**src/design/assert_macros.svh**
```systemverilog
// shared assertion macros
`ifndef ASSERT_MACROS_SVH
`define ASSERT_MACROS_SVH

// when the antecedent holds, the consequent must hold in the same cycle
`define ASSERT_IMPL(lbl, clk, rstn, ante, cons, msg) \
  lbl: assert property (@(posedge clk) disable iff (!rstn) (ante) |-> (cons)) \
    else $error(msg);

// condition must never be seen
`define ASSERT_NEVER(lbl, clk, rstn, cond, msg) \
  lbl: assert property (@(posedge clk) disable iff (!rstn) !(cond)) else $error(msg);

`endif

```
**src/design/mcp_pkg.sv**
```systemverilog
`timescale 1ns / 1ps
package mcp_pkg;

  typedef struct packed {
    logic [31:0] spot;
    logic [31:0] strike;
    logic [31:0] rate;
    logic [31:0] vol;
    logic [31:0] mat;
    logic        kind;
  } cfg_t;

  typedef struct packed {
    logic [15:0] sample;
    logic        last;
  } item_t;

  // register indexes
  localparam logic [2:0] RegSpot   = 3'd0;
  localparam logic [2:0] RegStrike = 3'd1;
  localparam logic [2:0] RegRate   = 3'd2;
  localparam logic [2:0] RegVol    = 3'd3;
  localparam logic [2:0] RegMat    = 3'd4;
  localparam logic [2:0] RegKind   = 3'd5;

  localparam logic [31:0] SpotRst   = 32'd6553600;
  localparam logic [31:0] StrikeRst = 32'd6881280;
  localparam logic [31:0] RateRst   = 32'd13421773;
  localparam logic [31:0] VolRst    = 32'd53687091;
  localparam logic [31:0] MatRst    = 32'd16777216;
  localparam logic        KindRst   = 1'b1;

  localparam logic        KindCall  = 1'b1;

  localparam logic [33:0] XLimit    = 34'd12884901888;
  localparam logic [28:0] Log2eQ28  = 29'd387270501;
  localparam logic [29:0] Ln2Q30    = 30'd744261118;
  localparam logic [31:0] OneQ30    = 32'h4000_0000;
  localparam logic [36:0] ExpBias   = 37'd18790481920;
  localparam logic [7:0]  ShiftBase = 8'd100;
  localparam logic [40:0] ValueCap  = 41'h100_0000_0000;
  localparam logic [31:0] U32Max    = '1;
  localparam logic [55:0] AccMax    = '1;
  localparam logic [3:0]  HornerN   = 4'd10;

  // floor(2^32 / n) for the horner divisors
  function automatic logic [32:0] recip(input logic [3:0] n);
    logic [32:0] r;
    case (n)
      4'd1:    r = 33'd4294967296;
      4'd2:    r = 33'd2147483648;
      4'd3:    r = 33'd1431655765;
      4'd4:    r = 33'd1073741824;
      4'd5:    r = 33'd858993459;
      4'd6:    r = 33'd715827882;
      4'd7:    r = 33'd613566756;
      4'd8:    r = 33'd536870912;
      4'd9:    r = 33'd477218588;
      4'd10:   r = 33'd429496729;
      default: r = '0;
    endcase
    return r;
  endfunction

endpackage

```
**src/design/mcp_front.sv**
```systemverilog
`timescale 1ns / 1ps
module mcp_front (
  input  logic           clk_i,
  input  logic           rst_ni,
  input  logic           s_valid_i,
  output logic           s_ready_o,
  input  mcp_pkg::item_t s_item_i,
  output logic           q_valid_o,
  output mcp_pkg::item_t q_item_o,
  input  logic           q_pop_i
);
  import mcp_pkg::*;

  // two-entry queue between input side and the path engine
  item_t      mem_q [2];
  logic [1:0] cnt_q;
  logic       wr_q, rd_q;
  logic       push, pop;

  assign s_ready_o = (cnt_q != 2'd2);
  assign q_valid_o = (cnt_q != 2'd0);
  assign q_item_o  = mem_q[rd_q];
  assign push      = s_valid_i && s_ready_o;
  assign pop       = q_pop_i && q_valid_o;

  always_ff @(posedge clk_i) begin
    if (push) begin
      mem_q[wr_q] <= s_item_i;
    end
  end

  always_ff @(posedge clk_i or negedge rst_ni) begin
    if (!rst_ni) begin
      cnt_q <= '0;
      wr_q  <= 1'b0;
      rd_q  <= 1'b0;
    end else begin
      if (push) wr_q <= ~wr_q;
      if (pop)  rd_q <= ~rd_q;
      case ({push, pop})
        2'b10:   cnt_q <= cnt_q + 2'd1;
        2'b01:   cnt_q <= cnt_q - 2'd1;
        default: cnt_q <= cnt_q;
      endcase
    end
  end
endmodule

```
**config.mk**
```make
export PLATFORM = sky130hd
export DESIGN_NAME = mcp_front
export DESIGN_NICKNAME = d
export VERILOG_FILES = /design/src/design/assert_macros.svh /design/src/design/mcp_pkg.sv /design/src/design/mcp_front.sv
export SDC_FILE = /design/constraint.sdc
export NUM_CORES = 1
export LEC_CHECK = 0
export BUFFER_PORTS_ARGS = -buffer_cell sky130_fd_sc_hd__clkbuf_2
export CORE_MARGIN = 2
export CORE_UTILIZATION = 53
export CTS_BUF_LIST = sky130_fd_sc_hd__clkbuf_4
export CTS_CLUSTER_DIAMETER = 30
export CTS_CLUSTER_SIZE = 8
export DETAILED_ROUTE_END_ITERATION = 10
export HOLD_SLACK_MARGIN = 0.12
export MAX_ROUTING_LAYER = met4
export PLACE_DENSITY = 0.81
export SYNTH_ARGS = -nofsm -noshare
export SYNTH_HDL_FRONTEND = slang
export SYNTH_SLANG_ARGS = --single-unit
```
**constraint.sdc**
```tcl
create_clock -name clk_i -period 2.47 [get_ports clk_i]
set_input_delay 0.3705 -clock clk_i [delete_from_list [all_inputs] [get_ports clk_i]]
set_output_delay 0.3705 -clock clk_i [all_outputs]
set_load 0.02 [all_outputs]
```
==> out/results.txt <==
status -> completed
Netlist cell types -> 13
area of the multi-input gates -> 287 um^2
hold path start -> s_item_i[10]
synthesized area per cell -> 20.4 um^2
slowest stage delay, CP -> 820 ps
post-synthesis sequential element count -> 38
ys async rst share -> 10.5%
CTS Buf Count -> 5
final WL -> 2.09 mm
Yosys top cell by area -> edfxtp_1
post-detail-place hpwl -> 1.51 mm
LEAKAGE -> 0.688 nW
Crit path required time -> 2100 ps
crit-path max FO -> 18
layout cells sized above 1 -> 56.3%
Setup Crit Path Kind -> reg2out
later-pin clock latency in the skew report -> 340 ps
DR pass1 iterations -> 4
dpl cells -> 140
crit path buf inv count -> 1
row count -> 18
setup_tns -> 0 ps
CP Launch Point -> rd_q
pwr dens -> 1160 nW/um^2
DRT antenna net count -> 0
CORE AREA -> 2520 um^2
sequential cell area fraction in the yosys report -> 78.4%
Place WS -> 706 ps
part of the power in registers -> 49.3%
CP cell instances -> mux2_2 -> clkbuf_2
P_int -> 1.32 mW
input/output buffers -> 39
Ports -> 40
worst slew pin tran -> 718 ps
number of synthesized flops with an enable pin -> 34
number of max-cap violations -> 0
H-tree levels -> 2
initial antenna violation count -> 0
register area -> 1120 um^2
clock slew at the register clock pins of the worst setup and hold paths -> 100 ps
Mapped Cells -> 70
CTS max path bufs -> 2
CP arrival -> 1740 ps
f_max -> 474 MHz
final RePlAce weighted congestion -> 0.629
CP endpoint kind -> output pin
Via density -> 4.92
clock skew -> 8.05 ps
syn_nets -> 92
clock root cell -> clkbuf_4
Worst path top cell family by delay -> flip-flops
fill cell count -> 183
Die Width -> 55.9 um
largest net degree at the start of global routing -> 19
critical path startpoint category -> register
WL per Instance -> 14.0 um
vias in the first global route -> 781
final hold viol count -> 0
maximum vdd ir drop -> 0.000759 V
Hold Path Class -> in2reg
synthesis warning total -> 0
die height -> 55.9 um
CTS tree -> built
clock sink count -> 38
critical path's slowest cell -> dfrtp_1
RSZ-0062 raised after global routing -> false
gr usage total -> 16.4%
Rel. slew slack -> 52.1%
Setup violations, final -> 0
min cycle time layout -> 2110 ps
final worst slack -> 361 ps
Synth-to-Final Area Change -> 20.7%
nets -> 140
Crit Reg-Reg Startpoint -> cnt_q[0]
post-CTS setup buffer count -> 0
fin crit share -> 85.4%
top-count cell post-synth -> edfxtp_1
antenna cells -> 0
Post-synth top cells -> 34 x edfxtp_1, 17 x mux2_2, 4 x dfrtp_1, 3 x xnor2_1
clock network power share -> 15.0%
DIE AREA -> 3130 um^2
global-route wire length before repair -> 3.53 mm
DRC viols -> 0
Switch Pwr -> 679 uW
grt ovf -> 0
switching share of power -> 33.9%
Mapped Area -> 1430 um^2
Tot Pwr -> 2.00 mW
Logic pwr share -> 35.8%
DR iter-0 viols -> 9
max-slew violation count -> 0
final std cells w/o fill -> 149
post-synth top area share -> 71.4%
routed vias -> 733
Initial Util -> 56.7%
Synth Flop Type -> edfxtp_1
Synth area leaders -> edfxtp_1 71%, mux2_2 13%, dfrtp_1 7.0%
==> per-layer routing <==
metal	global-route usage (%)	wire, um
met5	-	0
met4	9.18	63
met3	6.74	125
met2	25.9	1060
met1	17.4	838
==> state kept, by name, indices dropped and copies added (netlist names) <==
signal / cells
cnt_q: 2
mem_q: 34
rd_q: 1
wr_q: 1
==> timing repair <==
item                      in CTS  in global routing
hold endpoints to repair       4                  0
resized for setup              0                  0
hold buffers                   1                  0
==> power by group through the flow <==
stage	Combinational, mW	Clock (mW)	Sequential (mW)
floorplan	0.581	0	0.941
global placement	0.712	0	0.998
detailed placement	0.729	0	1.00
CTS	0.732	0.313	0.989
global route	0.776	0.345	1.01
finish	0.716	0.299	0.986
==> worst paths after layout <==
kind / endpoint / slack, ps / depth (start not counted)
worst max-delay path: q_item_o[11] / 360 / 2
worst min-delay path: mem_q[0][10] / 210 / 1
worst max register to register: mem_q[1][3] / 910 / 3
worst min register to register: wr_q / 500 / 1
max in group asynchronous: cnt_q[0] / 1980 / 2
min in group asynchronous: cnt_q[1] / 360 / 2
==> through the flow <==
step	instance area (um^2)	utilization [%]	hold WS, ps
finish	1730	68.5	213
global route	1730	68.5	191
CTS	1730	68.5	201
detailed placement	1660	65.9	188
global placement	1660	65.9	180
floorplan	1430	-	74.9
==> cells by family after synthesis <==
group                      synth area share, %
and+or+nand+nor                           2.71
muxes                                     13.4
adders and majority gates                0.875
xor gates and xnor gates                  3.06
DFF                                       78.4
buffers and inverters                     1.57
==> area by class of cell <==
type | count | area share (%)
clock inverters | 2 | 0.507
clock buffers | 6 | 2.61
flip-flops and latches | 38 | 64.9
well taps | 30 | 2.17
repair buffers | 43 | 13.2
multi-input cells | 30 | 16.6
==> layout by cell type (no fill, tap or decap) <==
master and instances:
and2_4 1, and3_1 1, buf_4 3, clkbuf_2 39
clkbuf_4 6, clkinv_1 1, clkinv_2 1, dfrtp_1 4
dlygate4sd3_1 1, edfxtp_1 34, ha_1 1, mux2_2 17
nand2_1 1, nand2b_1 1, nor2_1 2, or2_1 1
xnor2_1 3, xor2_1 2
Power figures use the tool's default switching activity.
