$ cat src/design/assert_macros.svh
// shared assertion macros
`ifndef ASSERT_MACROS_SVH
`define ASSERT_MACROS_SVH

// when the antecedent holds, the consequent must hold in the same cycle
`define ASSERT_IMPL(lbl, clk, rstn, ante, cons, msg) \
  lbl: assert property (@(posedge clk) disable iff (!rstn) (ante) |-> (cons)) \
    else $error(msg);

// condition must never be seen
`define ASSERT_NEVER(lbl, clk, rstn, cond, msg) \
  lbl: assert property (@(posedge clk) disable iff (!rstn) !(cond)) else $error(msg);

`endif

$ cat src/design/mcp_pkg.sv
`timescale 1ns / 1ps
package mcp_pkg;

  typedef struct packed {
    logic [31:0] spot;
    logic [31:0] strike;
    logic [31:0] rate;
    logic [31:0] vol;
    logic [31:0] mat;
    logic        kind;
  } cfg_t;

  typedef struct packed {
    logic [15:0] sample;
    logic        last;
  } item_t;

  // register indexes
  localparam logic [2:0] RegSpot   = 3'd0;
  localparam logic [2:0] RegStrike = 3'd1;
  localparam logic [2:0] RegRate   = 3'd2;
  localparam logic [2:0] RegVol    = 3'd3;
  localparam logic [2:0] RegMat    = 3'd4;
  localparam logic [2:0] RegKind   = 3'd5;

  localparam logic [31:0] SpotRst   = 32'd6553600;
  localparam logic [31:0] StrikeRst = 32'd6881280;
  localparam logic [31:0] RateRst   = 32'd13421773;
  localparam logic [31:0] VolRst    = 32'd53687091;
  localparam logic [31:0] MatRst    = 32'd16777216;
  localparam logic        KindRst   = 1'b1;

  localparam logic        KindCall  = 1'b1;

  localparam logic [33:0] XLimit    = 34'd12884901888;
  localparam logic [28:0] Log2eQ28  = 29'd387270501;
  localparam logic [29:0] Ln2Q30    = 30'd744261118;
  localparam logic [31:0] OneQ30    = 32'h4000_0000;
  localparam logic [36:0] ExpBias   = 37'd18790481920;
  localparam logic [7:0]  ShiftBase = 8'd100;
  localparam logic [40:0] ValueCap  = 41'h100_0000_0000;
  localparam logic [31:0] U32Max    = '1;
  localparam logic [55:0] AccMax    = '1;
  localparam logic [3:0]  HornerN   = 4'd10;

  // floor(2^32 / n) for the horner divisors
  function automatic logic [32:0] recip(input logic [3:0] n);
    logic [32:0] r;
    case (n)
      4'd1:    r = 33'd4294967296;
      4'd2:    r = 33'd2147483648;
      4'd3:    r = 33'd1431655765;
      4'd4:    r = 33'd1073741824;
      4'd5:    r = 33'd858993459;
      4'd6:    r = 33'd715827882;
      4'd7:    r = 33'd613566756;
      4'd8:    r = 33'd536870912;
      4'd9:    r = 33'd477218588;
      4'd10:   r = 33'd429496729;
      default: r = '0;
    endcase
    return r;
  endfunction

endpackage

$ cat src/design/mcp_regs.sv
`timescale 1ns / 1ps
module mcp_regs (
  input  logic          clk_i,
  input  logic          rst_ni,
  input  logic          psel,
  input  logic          penable,
  input  logic          pwrite,
  input  logic [4:0]    paddr,
  input  logic [31:0]   pwdata,
  output logic [31:0]   prdata,
  output logic          pready,
  output mcp_pkg::cfg_t cfg_o
);
  import mcp_pkg::*;

  cfg_t        cfg_q;
  logic [2:0]  idx;
  logic        wr;

  assign idx    = paddr[4:2];
  assign wr     = psel && penable && pwrite;
  assign pready = 1'b1;
  assign cfg_o  = cfg_q;

  always_ff @(posedge clk_i or negedge rst_ni) begin
    if (!rst_ni) begin
      cfg_q.spot   <= SpotRst;
      cfg_q.strike <= StrikeRst;
      cfg_q.rate   <= RateRst;
      cfg_q.vol    <= VolRst;
      cfg_q.mat    <= MatRst;
      cfg_q.kind   <= KindRst;
    end else if (wr) begin
      case (idx)
        RegSpot:   cfg_q.spot   <= pwdata;
        RegStrike: cfg_q.strike <= pwdata;
        RegRate:   cfg_q.rate   <= pwdata;
        RegVol:    cfg_q.vol    <= pwdata;
        RegMat:    cfg_q.mat    <= pwdata;
        RegKind:   cfg_q.kind   <= pwdata[0];
        default: ;
      endcase
    end
  end

  always_comb begin
    case (idx)
      RegSpot:   prdata = cfg_q.spot;
      RegStrike: prdata = cfg_q.strike;
      RegRate:   prdata = cfg_q.rate;
      RegVol:    prdata = cfg_q.vol;
      RegMat:    prdata = cfg_q.mat;
      RegKind:   prdata = {31'd0, cfg_q.kind};
      default:   prdata = '0;
    endcase
  end
endmodule

$ cat config.mk
export PLATFORM = sky130hd
export DESIGN_NAME = mcp_regs
export DESIGN_NICKNAME = d
export VERILOG_FILES = /design/src/design/assert_macros.svh /design/src/design/mcp_pkg.sv /design/src/design/mcp_regs.sv
export SDC_FILE = /design/constraint.sdc
export NUM_CORES = 1
export LEC_CHECK = 0
export BUFFER_PORTS_ARGS = -buffer_cell sky130_fd_sc_hd__buf_2
export CORE_MARGIN = 1
export CORE_UTILIZATION = 35
export CTS_CLUSTER_DIAMETER = 50
export CTS_CLUSTER_SIZE = 20
export DETAILED_ROUTE_END_ITERATION = 12
export PLACE_DENSITY_LB_ADDON = 0.12
export SLEW_MARGIN = 20
export SYNTH_ARGS = -nofsm -noshare
export SYNTH_HDL_FRONTEND = slang
export SYNTH_SLANG_ARGS = --single-unit
$ cat constraint.sdc
create_clock -name clk_i -period 1.1 [get_ports clk_i]
set_input_delay 0.055 -clock clk_i [delete_from_list [all_inputs] [get_ports clk_i]]
set_output_delay 0.055 -clock clk_i [all_outputs]
set_load 0.05 [all_outputs]
==> out/summary.txt, run 1 <==
Status: finished with violations
Failing checks: negative setup slack
R2r setup slk: 0 ns
Compound-Gate Fraction of Synth Area: 0.0837
Largest net degree at the start of global routing: 55
DRC: 0
Hold crit path type: input pin to async pin
Gr ovfl total: 0
Port-buffer cells: 232
Critical path class: flip-flop to output port
Worst r2r src: cfg_o[89]
Share of the synthesized area in the top cell type: 0.409
Die H: 150 um
GP Congestion: 0.822
Syn_area_per_cell: 14.1 um^2
Drt pass-1 iters: 4
Synthesized cell area: 0.00764 mm^2
Clock buffer depth: 2
Violation count after the first detailed-route iteration: 259
Worst setup margin: -0.540 ns
All-layer global routing usage: 0.255
Fin. Hold Viols: 0
First-pass GRT wire length: 42400 um
Full die area: 0.0224 mm^2
Simple-Gate Fraction of Synth Area: 0.0309
Final setup violation count: 246
Placeable Area: 0.0212 mm^2
FP Rows: 53
Final Max Tran Viols: 0
CTS clk-pin slew, worst paths: 0.07 ns
Worst skew pair latency: 0.42 ns
Distinct cells, synth: 33
Mux cell area share after synthesis: 0.316
Maximum vdd drop: 1.06 mV
Fillers: 1457
Worst setup SP type: flip-flop
Routed wire length: 29000 um
Top cells by area, synth: dfrtp_1 (41%), mux2_2 (21%), dfstp_2 (12%)
Synthesized netlist cell count: 543
Leakage power: 6.81 nW
Flip-flop count of the largest register after layout: 161
Synth area leader: dfrtp_1
Vias in the first global route: 6950
Most frequent cells in the layout: buf_6 (188), mux2_4 (135), buf_8 (109)
DR WL/cell: 22.6 um
Final period utilization: 1.49
Worst Setup SP: cfg_o[33]
Register area share after synthesis: 0.533
WP data arrival: 1.59 ns
WP data required: 1.04 ns
Clock root buffer: clkbuf_16
Yosys reg bits: 161
Largest family of logic cells by synthesized area: multiplexers
Initial core utilization: 0.360
Share of cells above drive strength 1: 0.775
Routed via count: 6519
Synth warnings: 0
Synth Area in Adders: 0
CTS tree: built
Chip width: 150 um
CTS Sinks: 161
DP Worst Slack: -0.614 ns
Dpl hpwl: 16600 um
Fin crit period: 1.64 ns
RSZ-0062 raised after global routing: true
CTS Buf Count: 17
CP endpoint: prdata[0]
Crit Path Max Fanout: 2
Fmax: 610 MHz
# IOs: 236
Least-Margin Pin Slew: 0.566 ns
ANT cells: 0
Layout overhead on the synthesized area: 95.2%
Initial antenna violation count: 0
Most common cell after layout, fill and taps aside: buf_6
H-tree depth: 4
Final net count: 1036
Clock skew: 0 ns
Register-to-Register Path Depth: 4
Max cap viols: 0
Worst R2R End: cfg_o[89]
Post-Syn Nets: 585
CP endpoint kind: output port
Post-route ant nets: 0
Pwr dens: 1940 mW/mm^2
Rel. slew slack: 0.623
TNS Setup: -34.66 ns
Via/cell ratio: 5.09
XOR/XNOR share of the synthesized area: 0
==> cell families after synthesis <==
family | Yosys count
muxes | 208
other | 1
and+or+nand+nor | 35
AOI/OAI and AO/OA | 94
DFF | 161
buffers and inverters | 44
==> where the power goes <==
part / internal (W) / switching, W
sequential: 0.00731 / 0.00106
combinational: 0.00721 / 0.00774
clock: 0.00305 / 0.00259
==> layout make-up <==
cell class / instances / area, um^2 / share of cell area
tap: 275 / 344 / 0.0231
clock buffer: 20 / 457 / 0.0306
multi-input combinational: 338 / 4230 / 0.284
clock inverter: 12 / 98.8 / 0.00663
timing repair buffer: 476 / 5680 / 0.381
sequential: 161 / 4110 / 0.275
==> metrics by stage <==
stage	utilization	power (W)	hold WS [ns]	area [um^2]	cells
CTS	0.670	0.0280	0.0741	14200	1246
finish	0.703	0.0290	0.0727	14900	1282
global route	0.703	0.0300	0.0808	14900	1282
floorplan	-	0.0153	-0.241	8180	543
detailed placement	0.500	0.0186	-0.0483	10600	1139
global placement	0.500	0.0185	-0.0477	10600	1139
==> Yosys cell counts (all sizes together) <==
cell	number
mux2	174
dfrtp	125
dfstp	36
mux2i	34
buf	32
a22oi	16
o21a	16
o21ai	15
a21oi	14
nor3b	14
o22ai	14
o2bb2ai	14
clkbuf	12
nor2b	5
nand4b	4
nor2	4
o221ai	3
nand2	2
nand3	2
or2	2
a211o	1
a2bb2oi	1
conb	1
nand2b	1
nand4	1
==> worst max-delay path: stages (launching register included) <==
cell	delay, ns
dfstp_2	0.53
mux2i_1	0.08
a211o_1	0.31
o21ai_4	0.09
buf_8	0.16
==> worst min path at each step <==
stage	from	end	slack (ns)	cells past startpoint
after floorplan	rst_ni	cfg_o[100]	-0.24	0
after global placement	rst_ni	cfg_o[155]	-0.05	1
after detailed placement	rst_ni	cfg_o[91]	-0.05	1
after CTS	rst_ni	cfg_o[91]	0.07	2
after global routing	rst_ni	cfg_o[91]	0.08	2
final	rst_ni	cfg_o[91]	0.07	2
==> timing repair <==
action,in CTS,in global routing
pin swaps,22,13
resized for setup,650,134
setup buffers,47,65
hold buffers,33,0
cloned,8,4
setup endpoints to repair,286,292
hold endpoints to repair,294,0
==> routing by layer <==
metal,GRT usage,up-vias,share of wire
met5,0,-,0
met4,0.0576,0,0.011
met3,0.0610,24,0.052
met2,0.413,188,0.49
met1,0.345,3375,0.44
li1,-,2932,-
(Power assumes the default switching activity.)
==> inputs of run 2 (changes only) <==
ABC_AREA = 1   (was not set)
clock period = 1.49 ns   (was 1.1 ns; I/O delays follow)
==> run 2 against run 1 <==
Net effect:
- the run still ends with negative setup slack left
- register-to-register slack improved by 0.56 ns
- first-iteration DRC count increased by 62%
- via count increased by 16%
- sequential share of layout area up 10 points
- synthesized cell count up 83%
- combinational power shrank 54%
- clock power fell by 23%
- clock skew stayed put
- clock-buffer cell count fell by 2
==> out/summary.txt, run 2 <==
Distinct cells, synth: 20 (was 33)
Top cells by area, synth: dfrtp_1 (41%), nand2_1 (14%), dfstp_2 (12%) (was dfrtp_1 (41%), mux2_2 (21%), dfstp_2 (12%))
Synth Flop Type: dfrtp_1 (unchanged)
Most common cell in the netlist: nand2_1 (was mux2_2)
Fin crit period: 1.54 ns
Clock root buffer: clkbuf_16 (unchanged)
Placement Cell Area: 0.00947 mm^2 (was 0.0106 mm^2)
GP Congestion: 0.803 (was 0.822)
Synthesized cell area: 0.00768 mm^2 (was 0.00764 mm^2)
DR WL/cell: 17.3 um (was 22.6 um)
H-tree depth: 4 (unchanged)
Routed wire length: 27100 um (was 29000 um)
DRC: 0 (unchanged)
CTS tree: built (unchanged)
Worst setup margin: -0.0455 ns (was -0.540 ns)
Via/cell ratio: 4.83 (was 5.09)
R2r setup slk: 0.56 ns (was 0 ns)
Status: finished with violations (unchanged)
CTS Buf Count: 17 (unchanged)
Synth warnings: 0 (unchanged)
First-pass GRT wire length: 41800 um (was 42400 um)
Clock skew: 0 ns (unchanged)
Final period utilization: 1.03
Most common cell after layout, fill and taps aside: nand2_1 (was buf_6)
Total power: 0.0172 W (was 0.0290 W)
Vias in the first global route: 7255 (was 6950)
Post-Syn Nets: 1037 (was 585)
Design Area, Final: 0.0108 mm^2 (was 0.0149 mm^2)
Number of flops mapped to enable cells by yosys: 0 (unchanged)
Fillers: 2134 (was 1457)
CP endpoint kind: output port (unchanged)
Dpl hpwl: 18400 um (was 16600 um)
Worst setup SP type: flip-flop (unchanged)
Placeable Area: 0.0213 mm^2 (was 0.0212 mm^2)
Flip-flop count of the largest register after layout: 161 (unchanged)
Yosys reg bits: 161 (unchanged)
Leakage power: 5.72 nW (was 6.81 nW)
Final setup violation count: 6 (was 246)
Failing checks: negative setup slack (unchanged)
Drt pass-1 iters: 5 (was 4)
Area taken by multi-input logic gates: 0.00296 mm^2 (was 0.00423 mm^2)
Hold crit path type: input pin to async pin (unchanged)
Largest net degree at the start of global routing: 51 (was 55)
Die H: 150 um (about the same)
Worst r2r src: cfg_o[46] (was cfg_o[89])
ANT cells: 0 (unchanged)
Syn_area_per_cell: 7.72 um^2 (was 14.1 um^2)
WP data required: 1.42 ns (was 1.04 ns)
Full die area: 0.0226 mm^2 (was 0.0224 mm^2)
Worst R2R End: cfg_o[46] (was cfg_o[89])
Routed via count: 7576 (was 6519)
Fin. Hold Viols: 0 (unchanged)
Share of cells above drive strength 1: 0.316 (was 0.775)
Initial core utilization: 0.361 (was 0.360)
Initial antenna violation count: 0 (unchanged)
Clock buffer depth: 2 (unchanged)
Post-route ant nets: 0 (unchanged)
Synthesized netlist cell count: 995 (was 543)
Final net count: 1324 (was 1036)
Commonest cells in the netlist: nand2_1 (284), o21ai_0 (144), dfrtp_1 (125) (was mux2_2 (141), dfrtp_1 (125), dfstp_2 (36))
Register area share after synthesis: 0.530 (was 0.533)
Max cap viols: 0 (unchanged)
CTS Sinks: 161 (unchanged)
Worst skew pair latency: 0.42 ns (about the same)
Pwr dens: 1600 mW/mm^2 (was 1940 mW/mm^2)
RSZ-0062 raised after global routing: true (unchanged)
Fmax: 651 MHz
Maximum vdd drop: 0.795 mV (was 1.06 mV)
Critical path class: flip-flop to output port (unchanged)
# IOs: 236 (unchanged)
Violation count after the first detailed-route iteration: 419 (was 259)
Layout overhead on the synthesized area: 40.0% (was 95.2%)
Most frequent cells in the layout: nand2_1 (280), buf_2 (203), o21ai_0 (139) (was buf_6 (188), mux2_4 (135), buf_8 (109))
Gr ovfl total: 0 (unchanged)
FP Rows: 53 (unchanged)
Register area: 0.00407 mm^2 (was 0.00411 mm^2)
WP data arrival: 1.46 ns (was 1.59 ns)
CTS clk-pin slew, worst paths: 0.07 ns (about the same)
Register-to-Register Path Depth: 3 (was 4)
Synth area leader: dfrtp_1 (unchanged)
Post-synth ARST share: 1.00 (unchanged)
Port-buffer cells: 232 (unchanged)
Final Max Tran Viols: 0 (unchanged)
Crit Path Max Fanout: 2 (unchanged)
Chip width: 150 um (about the same)
Share of the synthesized area in the top cell type: 0.407 (was 0.409)
All-layer global routing usage: 0.247 (was 0.255)
## run 2: layout make-up
type	instances	share of cell area
Sequential cell	161	0.379
Multi-Input combinational cell	653	0.275
Timing Repair Buffer	334	0.220
Clock buffer	18	0.0408
Inverter	115	0.0401
Tap cell	275	0.0320
Clock inverter	14	0.0135
## run 2: worst max-delay path: stages, from the launching register on
cell and delay (ns):
dfstp_2 0.54, nand4_1 0.10, nand2_1 0.09, nor2_1 0.04, nand2_1 0.10, buf_6 0.17
## run 2: kinds of logic (layout without fill, tap and decap cells)
group           Yosys count  after routing  share of synthesized area
compound gates          188            188                      0.122
buf+inv                 181            481                     0.0943
flops                   161            161                      0.530
other cells               1              1                   0.000488
simple gates            464            464                      0.253
## run 2: what timing repair did
item / CTS / global route
hold buffers: 33 / 0
buffers inserted: 15 / 8
setup endpoints to repair: 23 / 28
gates resized for setup: 46 / 44
pin swaps: 12 / 43
endpoints found under the hold margin: 296 / 0
## run 2: where the power goes
| group | internal [W] | switching [W] | leakage, nW |
|---|---|---|---|
| combinational | 0.00161 | 0.00521 | 3.49 |
| clock | 0.00241 | 0.00197 | 0.285 |
| sequential | 0.00539 | 0.000632 | 1.95 |
| total | 0.00941 | 0.00781 | 5.72 |
## run 2: worst max path at each step
stage	startpoint	to	slack [ns]	cells past startpoint
2_1_floorplan	paddr[2]	prdata[13]	0.14	7
3_3_place_gp	paddr[3]	prdata[15]	0.08	8
3_5_place_dp	paddr[3]	prdata[15]	0.06	8
4_1_cts	cfg_o[84]	prdata[19]	-0.07	5
5_1_grt	cfg_o[84]	prdata[19]	-0.10	5
6_report	cfg_o[84]	prdata[19]	-0.05	5
## run 2: per-layer routing
layer | track usage | up-vias | part of all wire
li1 | - | 3750 | -
met1 | 0.356 | 3587 | 0.48
met2 | 0.380 | 220 | 0.45
met3 | 0.0470 | 19 | 0.053
met4 | 0.0616 | 0 | 0.011
met5 | 0 | - | 0
## run 2: stage by stage
stage                util  worst slack, ns  TNS, ns  cells  hold WS (ns)
floorplan               -            0.141        0    995        -0.221
finish              0.505          -0.0455  -0.0997   1570         0.101
detailed placement  0.445           0.0626        0   1482      -0.00722
CTS                 0.499          -0.0690   -0.232   1562        0.0826
global route        0.505           -0.104   -0.807   1570         0.109
global placement    0.445           0.0798        0   1482      -0.00466
==> inputs of run 3 (changes only) <==
BUFFER_PORTS_ARGS = not set   (was -buffer_cell sky130_fd_sc_hd__buf_2)
DONT_BUFFER_PORTS = 1   (was not set)
==> run 3 against run 2 <==
Net effect:
- the run ends with negative hold slack, negative setup slack left
- sequential cell count is the same
- fmax grew 0.91%
- critical path type unchanged
- total power grew 2.1%
- die area is the same
- clock skew is the same
- routed wire length shrank 0.22%
- clock-buffer cell count shrank 1
- design area grew 2.5%
- worst hold slack lost 0.76 ns
- final cell count shrank 3.9%
- sequential share of layout area shrank 0.91 points
- critical endpoint unchanged
==> out/summary.txt, run 3 (synthesized netlist as in run 2, its figures left out) <==
Status: finished with violations (unchanged)
Failing checks: negative hold slack, negative setup slack (was negative setup slack)
Gr busiest metal: met2 (unchanged)
Worst r2r src: cfg_o[80] (was cfg_o[46])
Post-CTS Hold Buffers: 37 (was 33)
Largest net degree at the start of global routing: 162 (was 51)
Crit Path Max Fanout: 2 (unchanged)
Routed via count: 7360 (was 7576)
Initial antenna violation count: 1 (was 0)
All-layer global routing usage: 0.248 (was 0.247)
Dpl hpwl: 17400 um (was 18400 um)
Full die area: 0.0226 mm^2 (unchanged)
CTS clk-pin slew, worst paths: 0.07 ns (about the same)
TNS Setup: -0.0652 ns (was -0.0997 ns)
DR WL/cell: 17.9 um (was 17.3 um)
Final Max Tran Viols: 0 (unchanged)
CP endpoint kind: output port (unchanged)
Gr ovfl total: 0 (unchanged)
Clock skew: 0 ns (unchanged)
Grt met3 use: 0.0667 (was 0.0470)
Flip-flop count of the largest register after layout: 161 (unchanged)
Final design utilization: 0.518 (was 0.505)
FP Rows: 53 (unchanged)
Via/cell ratio: 4.88 (was 4.83)
Critical path class: flip-flop to output port (unchanged)
WP data arrival: 1.45 ns (was 1.46 ns)
Worst setup margin: -0.0316 ns (was -0.0455 ns)
Hold crit path type: input pin to async pin (unchanged)
Share of cells above drive strength 1: 0.287 (was 0.316)
Final net count: 1261 (was 1324)
Grt met1 use: 0.325 (was 0.356)
Worst Setup SP: cfg_o[84] (unchanged)
Final setup violation count: 5 (was 6)
Clock buffer depth: 2 (unchanged)
Routed wire length: 27100 um (about the same)
Fmax: 657 MHz (was 651 MHz)
Pwr dens: 1590 mW/mm^2 (was 1600 mW/mm^2)
Fin crit period: 1.52 ns (was 1.54 ns)
Initial core utilization: 0.361 (unchanged)
Layout overhead on the synthesized area: 43.5% (was 40.0%)
Worst setup SP type: flip-flop (unchanged)
First-pass GRT wire length: 41700 um (was 41800 um)
Worst R2R End: cfg_o[80] (was cfg_o[46])
CP endpoint: prdata[19] (unchanged)
DRC: 0 (unchanged)
Placeable Area: 0.0213 mm^2 (unchanged)
Maximum vdd drop: 0.769 mV (was 0.795 mV)
CTS Sinks: 161 (unchanged)
R2r setup slk: 0.50 ns (was 0.56 ns)
H-tree depth: 4 (unchanged)
Drt pass-1 iters: 5 (unchanged)
Fin Hold WS: -0.664 ns (was 0.101 ns)
Vias in the first global route: 7201 (was 7255)
Placed cells: 1427 (was 1482)
Design Area, Final: 0.0110 mm^2 (was 0.0108 mm^2)
Worst skew pair latency: 0.43 ns (was 0.42 ns)
Final period utilization: 1.02 (was 1.03)
Violation count after the first detailed-route iteration: 379 (was 419)
GP Congestion: 0.802 (was 0.803)
Chip width: 150 um (unchanged)
CTS tree: built (unchanged)
Leakage power: 5.55 nW (was 5.72 nW)
# IOs: 236 (unchanged)
Met2 GRT Util: 0.402 (was 0.380)
Post-route ant nets: 0 (unchanged)
WP data required: 1.42 ns (about the same)
Die H: 150 um (unchanged)
Register-to-Register Path Depth: 3 (unchanged)
Most common cell after layout, fill and taps aside: nand2_1 (unchanged)
Finished Layout Cells: 1508 (was 1570)
Clock root buffer: clkbuf_16 (unchanged)
Placement Cell Area: 0.00997 mm^2 (was 0.00947 mm^2)
RSZ-0062 raised after global routing: true (unchanged)
Fin. Hold Viols: 161 (was 0)
CTS Buf Count: 17 (unchanged)
Max cap viols: 0 (unchanged)
Port-buffer cells: 0 (was 232)
Most frequent cells in the layout: nand2_1 (274), buf_4 (192), o21ai_0 (138) (was nand2_1 (280), buf_2 (203), o21ai_0 (139))
-- run 3: worst min-delay path by stage --
| stage | start | end | slack (ns) | cells past startpoint |
|---|---|---|---|---|
| global placement | rst_ni | cfg_o[82] | -0.21 | 0 |
| finish | rst_ni | cfg_o[78] | -0.66 | 0 |
| global route | rst_ni | cfg_o[82] | -0.68 | 0 |
| CTS | rst_ni | cfg_o[44] | -0.68 | 0 |
| floorplan | rst_ni | cfg_o[100] | -0.22 | 0 |
| detailed placement | rst_ni | cfg_o[82] | -0.21 | 0 |
-- run 3: what timing repair did --
| action | 4_1_cts | 5_1_grt |
|---|---|---|
| setup endpoints to repair | 16 | 24 |
| pin swaps | 12 | 42 |
| buffers inserted | 2 | 9 |
| resized for setup | 11 | 32 |
| hold endpoints to repair | 322 | 161 |
-- run 3: power by group --
part           internal, W  switching, W
Sequential         0.00539      0.000487
Combinational      0.00225       0.00528
Clock              0.00218       0.00200
-- run 3: cell type report --
type,count,area (um^2)
diodes,1,2.50
fillers,2104,10300
clock buffers,17,425
inverters,115,432
repair buffers,271,2650
clock inverters,15,126
flip-flops and latches,161,4070
well taps,275,344
multi-input cells,653,2970
-- run 3: metrics by stage --
step,total power [W],setup slack (ns)
5_1_grt,0.0184,-0.0903
3_3_place_gp,0.0132,0.176
4_1_cts,0.0176,-0.0468
3_5_place_dp,0.0132,0.190
2_1_floorplan,0.0107,0.141
6_report,0.0176,-0.0316
-- run 3: per-layer routing --
layer / routed length (um) / vias up
met5: 0 / -
met4: 292 / 0
met3: 2010 / 22
met2: 12700 / 203
met1: 12000 / 3501
li1: - / 3634
-- run 3: critical path: stages, from the launching register on --
cell and delay (ns):
dfstp_2 0.54, nand4_1 0.09, nand2_1 0.11, nor2_1 0.05, nand2_1 0.09, buf_12 0.15
